### src/design/jsrp_pkg.sv
// jsrp_pkg: shared types and constants of the joint state record parser
// section encoding, field kind codes, assembler control/status structs
// no dependencies
package jsrp_pkg;

  localparam int KIND_W  = 4;
  localparam int VALUE_W = 64;
  localparam int INDEX_W = 32;
  localparam int WORD_W  = 32;

  // one-hot parse section
  typedef enum logic [15:0] {
    SEC_IDLE      = 16'h0001,
    SEC_SEQ       = 16'h0002,
    SEC_SEC       = 16'h0004,
    SEC_NSEC      = 16'h0008,
    SEC_ID_LEN    = 16'h0010,
    SEC_ID_CHAR   = 16'h0020,
    SEC_NAME_CNT  = 16'h0040,
    SEC_NAME_LEN  = 16'h0080,
    SEC_NAME_CHAR = 16'h0100,
    SEC_POS_CNT   = 16'h0200,
    SEC_POS_VAL   = 16'h0400,
    SEC_VEL_CNT   = 16'h0800,
    SEC_VEL_VAL   = 16'h1000,
    SEC_EFF_CNT   = 16'h2000,
    SEC_EFF_VAL   = 16'h4000,
    SEC_DONE      = 16'h8000
  } section_t;

  localparam logic [KIND_W-1:0] KIND_SEQ       = 4'd0;
  localparam logic [KIND_W-1:0] KIND_SEC       = 4'd1;
  localparam logic [KIND_W-1:0] KIND_NSEC      = 4'd2;
  localparam logic [KIND_W-1:0] KIND_ID_LEN    = 4'd3;
  localparam logic [KIND_W-1:0] KIND_ID_CHAR   = 4'd4;
  localparam logic [KIND_W-1:0] KIND_NAME_CNT  = 4'd5;
  localparam logic [KIND_W-1:0] KIND_NAME_LEN  = 4'd6;
  localparam logic [KIND_W-1:0] KIND_NAME_CHAR = 4'd7;
  localparam logic [KIND_W-1:0] KIND_POS_CNT   = 4'd8;
  localparam logic [KIND_W-1:0] KIND_POS_VAL   = 4'd9;
  localparam logic [KIND_W-1:0] KIND_VEL_CNT   = 4'd10;
  localparam logic [KIND_W-1:0] KIND_VEL_VAL   = 4'd11;
  localparam logic [KIND_W-1:0] KIND_EFF_CNT   = 4'd12;
  localparam logic [KIND_W-1:0] KIND_EFF_VAL   = 4'd13;

  // byte assembler control
  typedef struct packed {
    logic restart;  // packet start: drop partial word
    logic shift;    // take this byte into the word
    logic wide;     // 8-byte double instead of 4-byte word
  } asm_ctrl_t;

  typedef struct packed {
    logic               complete;
    logic [VALUE_W-1:0] value;
  } asm_stat_t;

  function automatic logic [KIND_W-1:0] kind_of(input section_t sec);
    logic [KIND_W-1:0] k;
    k = KIND_SEQ;
    unique case (sec)
      SEC_SEQ:       k = KIND_SEQ;
      SEC_SEC:       k = KIND_SEC;
      SEC_NSEC:      k = KIND_NSEC;
      SEC_ID_LEN:    k = KIND_ID_LEN;
      SEC_ID_CHAR:   k = KIND_ID_CHAR;
      SEC_NAME_CNT:  k = KIND_NAME_CNT;
      SEC_NAME_LEN:  k = KIND_NAME_LEN;
      SEC_NAME_CHAR: k = KIND_NAME_CHAR;
      SEC_POS_CNT:   k = KIND_POS_CNT;
      SEC_POS_VAL:   k = KIND_POS_VAL;
      SEC_VEL_CNT:   k = KIND_VEL_CNT;
      SEC_VEL_VAL:   k = KIND_VEL_VAL;
      SEC_EFF_CNT:   k = KIND_EFF_CNT;
      SEC_EFF_VAL:   k = KIND_EFF_VAL;
      default:       k = KIND_SEQ;
    endcase
    return k;
  endfunction

endpackage

### src/design/jsrp_word_asm.sv
// jsrp_word_asm: big-endian byte to word assembler (4 or 8 bytes)
// depends on jsrp_pkg
module jsrp_word_asm (
  input  logic                clk,
  input  logic                rst_n,
  input  jsrp_pkg::asm_ctrl_t ctrl,
  input  logic [7:0]          data_byte,
  output jsrp_pkg::asm_stat_t stat
);
  import jsrp_pkg::*;

  logic [VALUE_W-1:0] word_r, word_nxt;
  logic [2:0]         pos_r, pos_nxt;
  logic [VALUE_W-1:0] base_word;
  logic [2:0]         base_pos;
  logic [VALUE_W-1:0] shifted;
  logic               last_byte;

  assign base_word = ctrl.restart ? '0 : word_r;
  assign base_pos  = ctrl.restart ? '0 : pos_r;
  assign shifted   = {base_word[VALUE_W-9:0], data_byte};
  assign last_byte = ctrl.wide ? (base_pos == 3'd7) : (base_pos == 3'd3);

  assign stat.complete = ctrl.shift && last_byte;
  assign stat.value    = shifted;

  always_comb begin
    word_nxt = base_word;
    pos_nxt  = base_pos;
    if (ctrl.shift) begin
      if (last_byte) begin
        word_nxt = '0;
        pos_nxt  = '0;
      end else begin
        word_nxt = shifted;
        pos_nxt  = base_pos + 3'd1;
      end
    end
  end

  always_ff @(posedge clk) begin
    if (!rst_n) begin
      word_r <= '0;
      pos_r  <= '0;
    end else begin
      word_r <= word_nxt;
      pos_r  <= pos_nxt;
    end
  end

endmodule

### src/design/joint_state_record_parser_unit.sv
// Joint state record parser. Takes one packet byte per transaction and decodes the record:
// seq, sec, nsec header words, a length-prefixed frame id, a counted list of names, and
// position, velocity and effort arrays of big-endian doubles. Every finished word, character
// or double gives one result transaction tagged with its kind and index; packet_done marks the
// last one. A byte can be accepted every cycle: the parse state and result register update
// together at the accepting edge, so the only stall comes from a held result register. Counts
// with bit 31 set act as zero; counts above 2^COUNT_WIDTH-1 saturate. Bytes outside a packet
// are dropped until in_packet_start.
// depends on jsrp_pkg and jsrp_word_asm
module joint_state_record_parser_unit #(
  parameter int COUNT_WIDTH = 32
) (
  input  logic                           clk,
  input  logic                           rst_n,
  input  logic                           in_valid,
  output logic                           in_stall,
  input  logic [7:0]                     in_data_byte,
  input  logic                           in_packet_start,
  output logic                           out_valid,
  input  logic                           out_stall,
  output logic [jsrp_pkg::KIND_W-1:0]    out_field_kind,
  output logic [jsrp_pkg::VALUE_W-1:0]   out_field_value,
  output logic [jsrp_pkg::INDEX_W-1:0]   out_element_index,
  output logic                           out_packet_done
);
  import jsrp_pkg::*;

  section_t               section_r, section_nxt, sec;
  logic [COUNT_WIDTH-1:0] elem_rem_r, elem_rem_nxt;
  logic [COUNT_WIDTH-1:0] char_rem_r, char_rem_nxt;
  logic [COUNT_WIDTH-1:0] elem_cnt_r, elem_cnt_nxt;
  logic [COUNT_WIDTH-1:0] char_cnt_r, char_cnt_nxt;

  logic                   out_valid_r, out_valid_nxt;
  logic [KIND_W-1:0]      kind_r;
  logic [VALUE_W-1:0]     value_r;
  logic [INDEX_W-1:0]     index_r;
  logic                   done_r;

  logic                   accept, active, is_char, emit, emit_done;
  logic [INDEX_W-1:0]     emit_index;
  logic [VALUE_W-1:0]     emit_value;
  logic [WORD_W-1:0]      word;
  logic [COUNT_WIDTH-1:0] n;
  logic                   n_zero;
  asm_ctrl_t              asm_ctrl;
  asm_stat_t              asm_stat;

  assign in_stall = out_valid_r && out_stall;
  assign accept   = in_valid && !in_stall;
  assign sec      = in_packet_start ? SEC_SEQ : section_r;
  assign active   = accept && (sec != SEC_IDLE) && (sec != SEC_DONE);
  assign is_char  = (sec == SEC_ID_CHAR) || (sec == SEC_NAME_CHAR);

  assign asm_ctrl.restart = accept && in_packet_start;
  assign asm_ctrl.shift   = active && !is_char;
  assign asm_ctrl.wide    = (sec == SEC_POS_VAL) || (sec == SEC_VEL_VAL) || (sec == SEC_EFF_VAL);

  jsrp_word_asm u_asm (
    .clk       (clk),
    .rst_n     (rst_n),
    .ctrl      (asm_ctrl),
    .data_byte (in_data_byte),
    .stat      (asm_stat)
  );

  // count decode: negative acts as zero, too large saturates
  assign word   = asm_stat.value[WORD_W-1:0];
  assign n      = word[WORD_W-1] ? '0 :
                  ((word >> COUNT_WIDTH) != '0) ? '1 : word[COUNT_WIDTH-1:0];
  assign n_zero = (n == '0);

  assign emit_value = is_char ? VALUE_W'(in_data_byte) : asm_stat.value;

  always_comb begin
    section_nxt  = section_r;
    elem_rem_nxt = elem_rem_r;
    char_rem_nxt = char_rem_r;
    elem_cnt_nxt = elem_cnt_r;
    char_cnt_nxt = char_cnt_r;
    emit         = 1'b0;
    emit_done    = 1'b0;
    emit_index   = '0;
    if (accept && in_packet_start) begin
      section_nxt  = SEC_SEQ;
      elem_rem_nxt = '0;
      char_rem_nxt = '0;
      elem_cnt_nxt = '0;
      char_cnt_nxt = '0;
    end
    if (active && is_char) begin
      emit         = 1'b1;
      emit_index   = INDEX_W'(char_cnt_r);
      char_cnt_nxt = char_cnt_r + 1'b1;
      char_rem_nxt = char_rem_r - 1'b1;
      if (char_rem_r == COUNT_WIDTH'(1)) begin
        if (sec == SEC_ID_CHAR) begin
          section_nxt = SEC_NAME_CNT;
        end else begin
          elem_cnt_nxt = elem_cnt_r + 1'b1;
          elem_rem_nxt = elem_rem_r - 1'b1;
          section_nxt  = (elem_rem_r == COUNT_WIDTH'(1)) ? SEC_POS_CNT : SEC_NAME_LEN;
        end
      end
    end else if (active && asm_stat.complete) begin
      emit = 1'b1;
      unique case (sec)
        SEC_SEQ:  section_nxt = SEC_SEC;
        SEC_SEC:  section_nxt = SEC_NSEC;
        SEC_NSEC: section_nxt = SEC_ID_LEN;
        SEC_ID_LEN: begin
          char_rem_nxt = n;
          char_cnt_nxt = '0;
          section_nxt  = n_zero ? SEC_NAME_CNT : SEC_ID_CHAR;
        end
        SEC_NAME_CNT: begin
          elem_rem_nxt = n;
          elem_cnt_nxt = '0;
          section_nxt  = n_zero ? SEC_POS_CNT : SEC_NAME_LEN;
        end
        SEC_NAME_LEN: begin
          emit_index   = INDEX_W'(elem_cnt_r);
          char_rem_nxt = n;
          char_cnt_nxt = '0;
          if (!n_zero) begin
            section_nxt = SEC_NAME_CHAR;
          end else begin
            // empty name closes at once
            elem_cnt_nxt = elem_cnt_r + 1'b1;
            elem_rem_nxt = elem_rem_r - 1'b1;
            section_nxt  = (elem_rem_r == COUNT_WIDTH'(1)) ? SEC_POS_CNT : SEC_NAME_LEN;
          end
        end
        SEC_POS_CNT: begin
          elem_rem_nxt = n;
          elem_cnt_nxt = '0;
          section_nxt  = n_zero ? SEC_VEL_CNT : SEC_POS_VAL;
        end
        SEC_VEL_CNT: begin
          elem_rem_nxt = n;
          elem_cnt_nxt = '0;
          section_nxt  = n_zero ? SEC_EFF_CNT : SEC_VEL_VAL;
        end
        SEC_EFF_CNT: begin
          elem_rem_nxt = n;
          elem_cnt_nxt = '0;
          section_nxt  = n_zero ? SEC_DONE : SEC_EFF_VAL;
          emit_done    = n_zero;
        end
        SEC_POS_VAL, SEC_VEL_VAL, SEC_EFF_VAL: begin
          emit_index   = INDEX_W'(elem_cnt_r);
          elem_cnt_nxt = elem_cnt_r + 1'b1;
          elem_rem_nxt = elem_rem_r - 1'b1;
          if (elem_rem_r == COUNT_WIDTH'(1)) begin
            unique case (sec)
              SEC_POS_VAL: section_nxt = SEC_VEL_CNT;
              SEC_VEL_VAL: section_nxt = SEC_EFF_CNT;
              default: begin
                section_nxt = SEC_DONE;
                emit_done   = 1'b1;
              end
            endcase
          end
        end
        default: section_nxt = SEC_IDLE;
      endcase
    end
  end

  assign out_valid_nxt = emit || (out_valid_r && out_stall);

  always_ff @(posedge clk) begin
    if (!rst_n) begin
      section_r   <= SEC_IDLE;
      elem_rem_r  <= '0;
      char_rem_r  <= '0;
      elem_cnt_r  <= '0;
      char_cnt_r  <= '0;
      out_valid_r <= 1'b0;
    end else begin
      section_r   <= section_nxt;
      elem_rem_r  <= elem_rem_nxt;
      char_rem_r  <= char_rem_nxt;
      elem_cnt_r  <= elem_cnt_nxt;
      char_cnt_r  <= char_cnt_nxt;
      out_valid_r <= out_valid_nxt;
    end
  end

  always_ff @(posedge clk) begin
    if (emit) begin
      kind_r  <= kind_of(sec);
      value_r <= emit_value;
      index_r <= emit_index;
      done_r  <= emit_done;
    end
  end

  assign out_valid         = out_valid_r;
  assign out_field_kind    = kind_r;
  assign out_field_value   = value_r;
  assign out_element_index = index_r;
  assign out_packet_done   = done_r;

endmodule

### config.mk
export PLATFORM = sky130hd
export DESIGN_NAME = joint_state_record_parser_unit
export DESIGN_NICKNAME = d
export VERILOG_FILES = /design/src/design/jsrp_pkg.sv /design/src/design/jsrp_word_asm.sv /design/src/design/joint_state_record_parser_unit.sv
export SDC_FILE = /design/constraint.sdc
export NUM_CORES = 1
export LEC_CHECK = 0
export BUFFER_PORTS_ARGS = -buffer_cell sky130_fd_sc_hd__buf_2
export CAP_MARGIN = 20
export CELL_PAD_IN_SITES_DETAIL_PLACEMENT = 0
export CELL_PAD_IN_SITES_GLOBAL_PLACEMENT = 2
export CORE_MARGIN = 2
export CORE_UTILIZATION = 36
export CTS_BUF_LIST = sky130_fd_sc_hd__clkbuf_8
export CTS_CLUSTER_SIZE = 8
export DETAILED_ROUTE_END_ITERATION = 8
export PLACE_DENSITY_LB_ADDON = 0.1
export SLEW_MARGIN = 10
export SYNTH_ARGS = -nofsm -noshare
export SYNTH_HDL_FRONTEND = slang
export SYNTH_HIERARCHICAL = 1
export SYNTH_SLANG_ARGS = --single-unit
### constraint.sdc
create_clock -name clk -period 6.83 [get_ports clk]
set_input_delay 1.366 -clock clk [delete_from_list [all_inputs] [get_ports clk]]
set_output_delay 1.366 -clock clk [all_outputs]
set_load 0.01 [all_outputs]
-- After elaboration in Yosys (flattened, before gate mapping)
Index checks and enable logic that the tools add are counted.
- add/subtract/negate cells: 5
- equality and inequality tests: 20
- muxes and demuxes: 55
- bitwise logic cells: 1
- reductions and logical operators: 22
- operators by type and width (cell ; count):
    $mux W32 ; 23
    $pmux W32 S3 ; 2
    $mux W56 ; 3
    $pmux W16 S10 ; 1
    $mux W16 ; 7
    $add A32 B1 Y32 const B ; 2
    $eq A32 B1 Y1 const B ; 2
    $sub A32 B1 Y32 const B ; 2
    $pmux W4 S13 ; 1
    $mux W10 ; 4
    $logic_not A32 Y1 ; 1
    $pmux W16 S2 ; 1
    $mux W31 ; 1
    $eq A16 B10 Y1 const B ; 1
    $eq A16 B11 Y1 const B ; 1
    $eq A16 B12 Y1 const B ; 1
    $eq A16 B13 Y1 const B ; 1
    $eq A16 B14 Y1 const B ; 1
    $eq A16 B15 Y1 const B ; 1
    $eq A16 B2 Y1 const B ; 1
    $eq A16 B3 Y1 const B ; 1
    $eq A16 B4 Y1 const B ; 1
    $eq A16 B5 Y1 const B ; 1
    $eq A16 B6 Y1 const B ; 1
    other kinds (21) ; 42
- bits in registers: 305
- input port bits: 13
- output and inout bits: 103
- logic and storage cells: 116

-- Depth between registers and ports, before layout
- word-level depth: 12
- mapped depth: 20
- depth with buffers taken out: 12

-- Modules after synthesis
The synthesis kept the hierarchy.
- modules (own cells, without submodules) (module ; instances ; cells each ; area each (um^2) ; sequential area each (um^2)):
    joint_state_record_parser_unit ; 1 ; 1355 ; 12309.3 ; 5935.7
    jsrp_word_asm ; 1 ; 281 ; 3022.9 ; 1181.1

-- Worst setup path after synthesis
OpenSTA, ideal clock, no wires.
- kind: input-to-reg
- from: input port in_packet_start
- to: register index_r[0], in the netlist out_element_index[0] (enable)
- library setup time: 0.937 ns
- arrival: 6.036 ns
- data required time: 5.893 ns
- slack: -0.143 ns
- stages on the path: 14
- buffers on the path: 5
- cell sequence: or4_1 > buf_2 > nor4_1 > nand4b_1 > nand2_1 > nor3_1 > buf_4 > and2_1 > clkbuf_2 > buf_4 > buf_2 > and2_1 > nand3_1 > nand2_1
- RTL lines (what ; line ; text):
    start: declaration ; joint_state_record_parser_unit.sv:18 ; input logic in_packet_start,
    end signal: assignment ; joint_state_record_parser_unit.sv:194 ; index_r <= emit_index;
    end: declaration ; joint_state_record_parser_unit.sv:37 ; logic [INDEX_W-1:0] index_r;

==> results.yml <==
cts:
  clk_latency_ns: 0.67
  clkSlewWorstSetupHoldPaths_ns: 0.06
  post_cts_buffers: 0
  htreeDepth: 2
  cts_made_buffers: 54
  cts_resized: 0
  root_buffer: "clkbuf_8"
  tritoncts: "done"
  clock-sinks: 305
  clock_path_buffers: 3
  hold_buffers: 0
floorplan:
  rows: 75
  initial_core_util_pct: 36.6
  fp.dieH_um: 210
  io_pins: 116
  die_w_um: 210
  design.die.area_um2: 44300
  design.core.area_um2: 41900
yosys:
  syn_inst: 1636
  synth.area.top_cells: "dfxtp_1 (27%), edfxtp_1 (20%), a21oi_1 (4.2%), mux2i_1 (3.9%), and3_1 (3.3%)"
  ys_ff_latch: 305
  syn_area_per_cell_um2: 9.37
  synthFlopType: "dfxtp_1"
  synth_seq_area_share_pct: 46.4
  syn_nets: 1656
  synth_top_area_share_pct: 26.6
  synth_area_leader_cell: "dfxtp_1"
  synth_area_um2: 15300
  synth-async-reset-ratio_pct: 0
  ys.warnings.count: 6
  synth_cell_types: 77
  synth_edf_count: 101
cells_and_area:
  fillCellCount: 4225
  regArea_um2: 7120
  layout.nets: 1739
  diodes: 0
  area_growth_syn_to_layout_pct: 13.1
  multi_input_comb_area_um2: 7590
  stdcell_count: 2304
  drive_gt1_share_pct: 16.4
power_and_ir_drop:
  p_leak_nw: 6.64
  p_per_area_nw_per_um2: 211
  vdd_drop_max_v: 0.000129
setup_path:
  crit_fanout: 12
  critPathTopFamily: "simple AND/OR/NAND/NOR gates"
  critPathBufInv: 2
  path_common_cell: "nand3_1"
  critPathMaxStageDelay_ns: 0.80
  startpoint_type: "primary input"
  crit_slowest_cell: "a211oi_2"
  setup.worst_path.class: "primary input to register"
  cp.required_ns: 7.43
  cp.arrival_ns: 5.98
  end_kind: "register"
  path_cells: "buf_2, or4_1, nor4_1, a32oi_1, inv_1, xnor2_4, and2_1, nand3_1, nor2_1, nand3_1, a211oi_2, a22o_1"
hold_path:
  min_path_type: "register to register"
grt:
  antenna_found_initial: 0
  grt_max_degree: 80
  grt_pass1_wl_mm: 77.7
  grt-ovfl-total: 0
  grt_pass1_vias: 12448
  gr-usage-all-layers_pct: 22.7
sta:
  fin_worst_skew_ns: 0.0419
  layout_worst_path_cycle_share_pct: 78.7
  setup_violations: 0
  finalHoldViolations: 0
  slew_viol_final: 0
  timing.setup.tns_ns: 0
  clock.fmax_ghz: 0.186
  rsz0062_at_grt: "false"
  relSlewSlack_pct: 29.5
  tightest_slew_ns: 1.06
  period_needed_ns: 5.37
  timing.hold.ws_ns: 0.469
job:
  cap_violations: 0
detailed_routing:
  first_pass_iters: 7
  drtAntennaViolNets: 0
  via_per_inst: 5.69
  post_drt_wl_per_cell_um: 22.1
  drt_iter0_markers: 1047
  routed_wl_mm: 50.8
  drc_errors: 0
  via_count: 13101
placed_design:
  placed_cells: 2201
  io_buffers: 115
  place_congestion: 0.820
  place_hpwl_mm: 33.1
outcome:
  status: "completed"
tightest hold or removal path, stage by stage (launching register included):
cell,delay [ns]
dfxtp_1,0.32
nand2_1,0.05
a21oi_1,0.05
cells in the final DEF, fill, tap and decap left out, types with 48 or more instances in the layout:
cell / count
dfxtp_1: 204
clkbuf_8: 59
mux2i_1: 59
and3_1: 80
buf_2: 115
nor2_1: 105
nand2_1: 132
edfxtp_1: 101
nor3_1: 48
a211oi_1: 49
a21oi_1: 128
nand3_1: 69
cell usage after synthesis (19+ instances only):
cell type,instances
a22oi_1,23
a31oi_1,19
dfxtp_1,204
and3_1,80
clkbuf_1,81
xor2_1,23
mux2i_1,59
nor4_1,23
nor2b_1,34
a22o_1,39
nand4_1,20
or3_1,27
and2b_2,20
nor3_1,49
nor2_1,105
o21ai_0,32
nand3b_1,21
a211oi_1,49
nand3_1,69
a21oi_1,129
a211oi_2,21
edfxtp_1,101
o21ai_1,22
nand2_1,133
layout make-up:
type                            count  area share (%)
Timing Repair Buffer              151            4.99
Clock buffer                       59            4.68
Inverter                           18           0.390
Tap cell                          539            3.89
Clock inverter                     43            1.22
Multi-Input combinational cell   1189            43.8
Sequential cell                   305            41.1
layer usage:
layer	GRT usage, %	share of wire [%]
met4	6.36	2.3
met1	33.2	49
met3	4.28	4.8
met2	33.9	43
met5	0	0
where the power goes:
| group | switching, W | internal, W | total [W] |
|---|---|---|---|
| registers | 0.00000191 | 0.00187 | 0.00187 |
| logic | 0.000102 | 0.0000393 | 0.000141 |
| clock network | 0.000814 | 0.000835 | 0.00165 |
sequential cells by signal (all words and copies together) (netlist names):
| signal | count |
|---|---|
| u_asm/pos_r | 3 |
| out_field_value | 64 |
| out_packet_done | 1 |
| out_valid | 1 |
| out_element_index | 32 |
| char_cnt_r | 32 |
| u_asm/word_r | 56 |
| section_r | 16 |
| char_rem_r | 32 |
| elem_cnt_r | 32 |
| out_field_kind | 4 |
| elem_rem_r | 32 |
kinds of logic after synthesis:
kind of cell	Yosys count	synth area share, %
AO/OA/AOI/OAI	408	18.3
XOR/XNOR	41	2.39
flip-flops	305	46.4
multiplexers	59	3.85
buffers and inverters	142	4.36
adder cells (fa/ha/maj)	7	0.571
AND/OR/NAND/NOR	674	24.1
through the flow:
stage	setup WS [ns]	instance area (µm²)	total power, W	util [%]
global placement	0.874	16300	0.00205	38.9
CTS	1.60	17300	0.00372	41.3
finish	1.46	17300	0.00366	41.3
detailed placement	0.846	16300	0.00205	38.9
floorplan	0.874	15300	0.00201	-
global route	0.985	17300	0.00380	41.3
final timing paths:
check                  startpoint              to  slack (ns)  cells after the start
setup / recovery  in_packet_start    section_r[9]        1.46                     12
hold / removal     elem_rem_r[17]  elem_rem_r[17]        0.47                      2
setup reg to reg     section_r[3]    section_r[9]        1.96                     11
hold reg to reg    elem_rem_r[17]  elem_rem_r[17]        0.47                      2
Note: power is estimated with default switching activity, not from simulation.
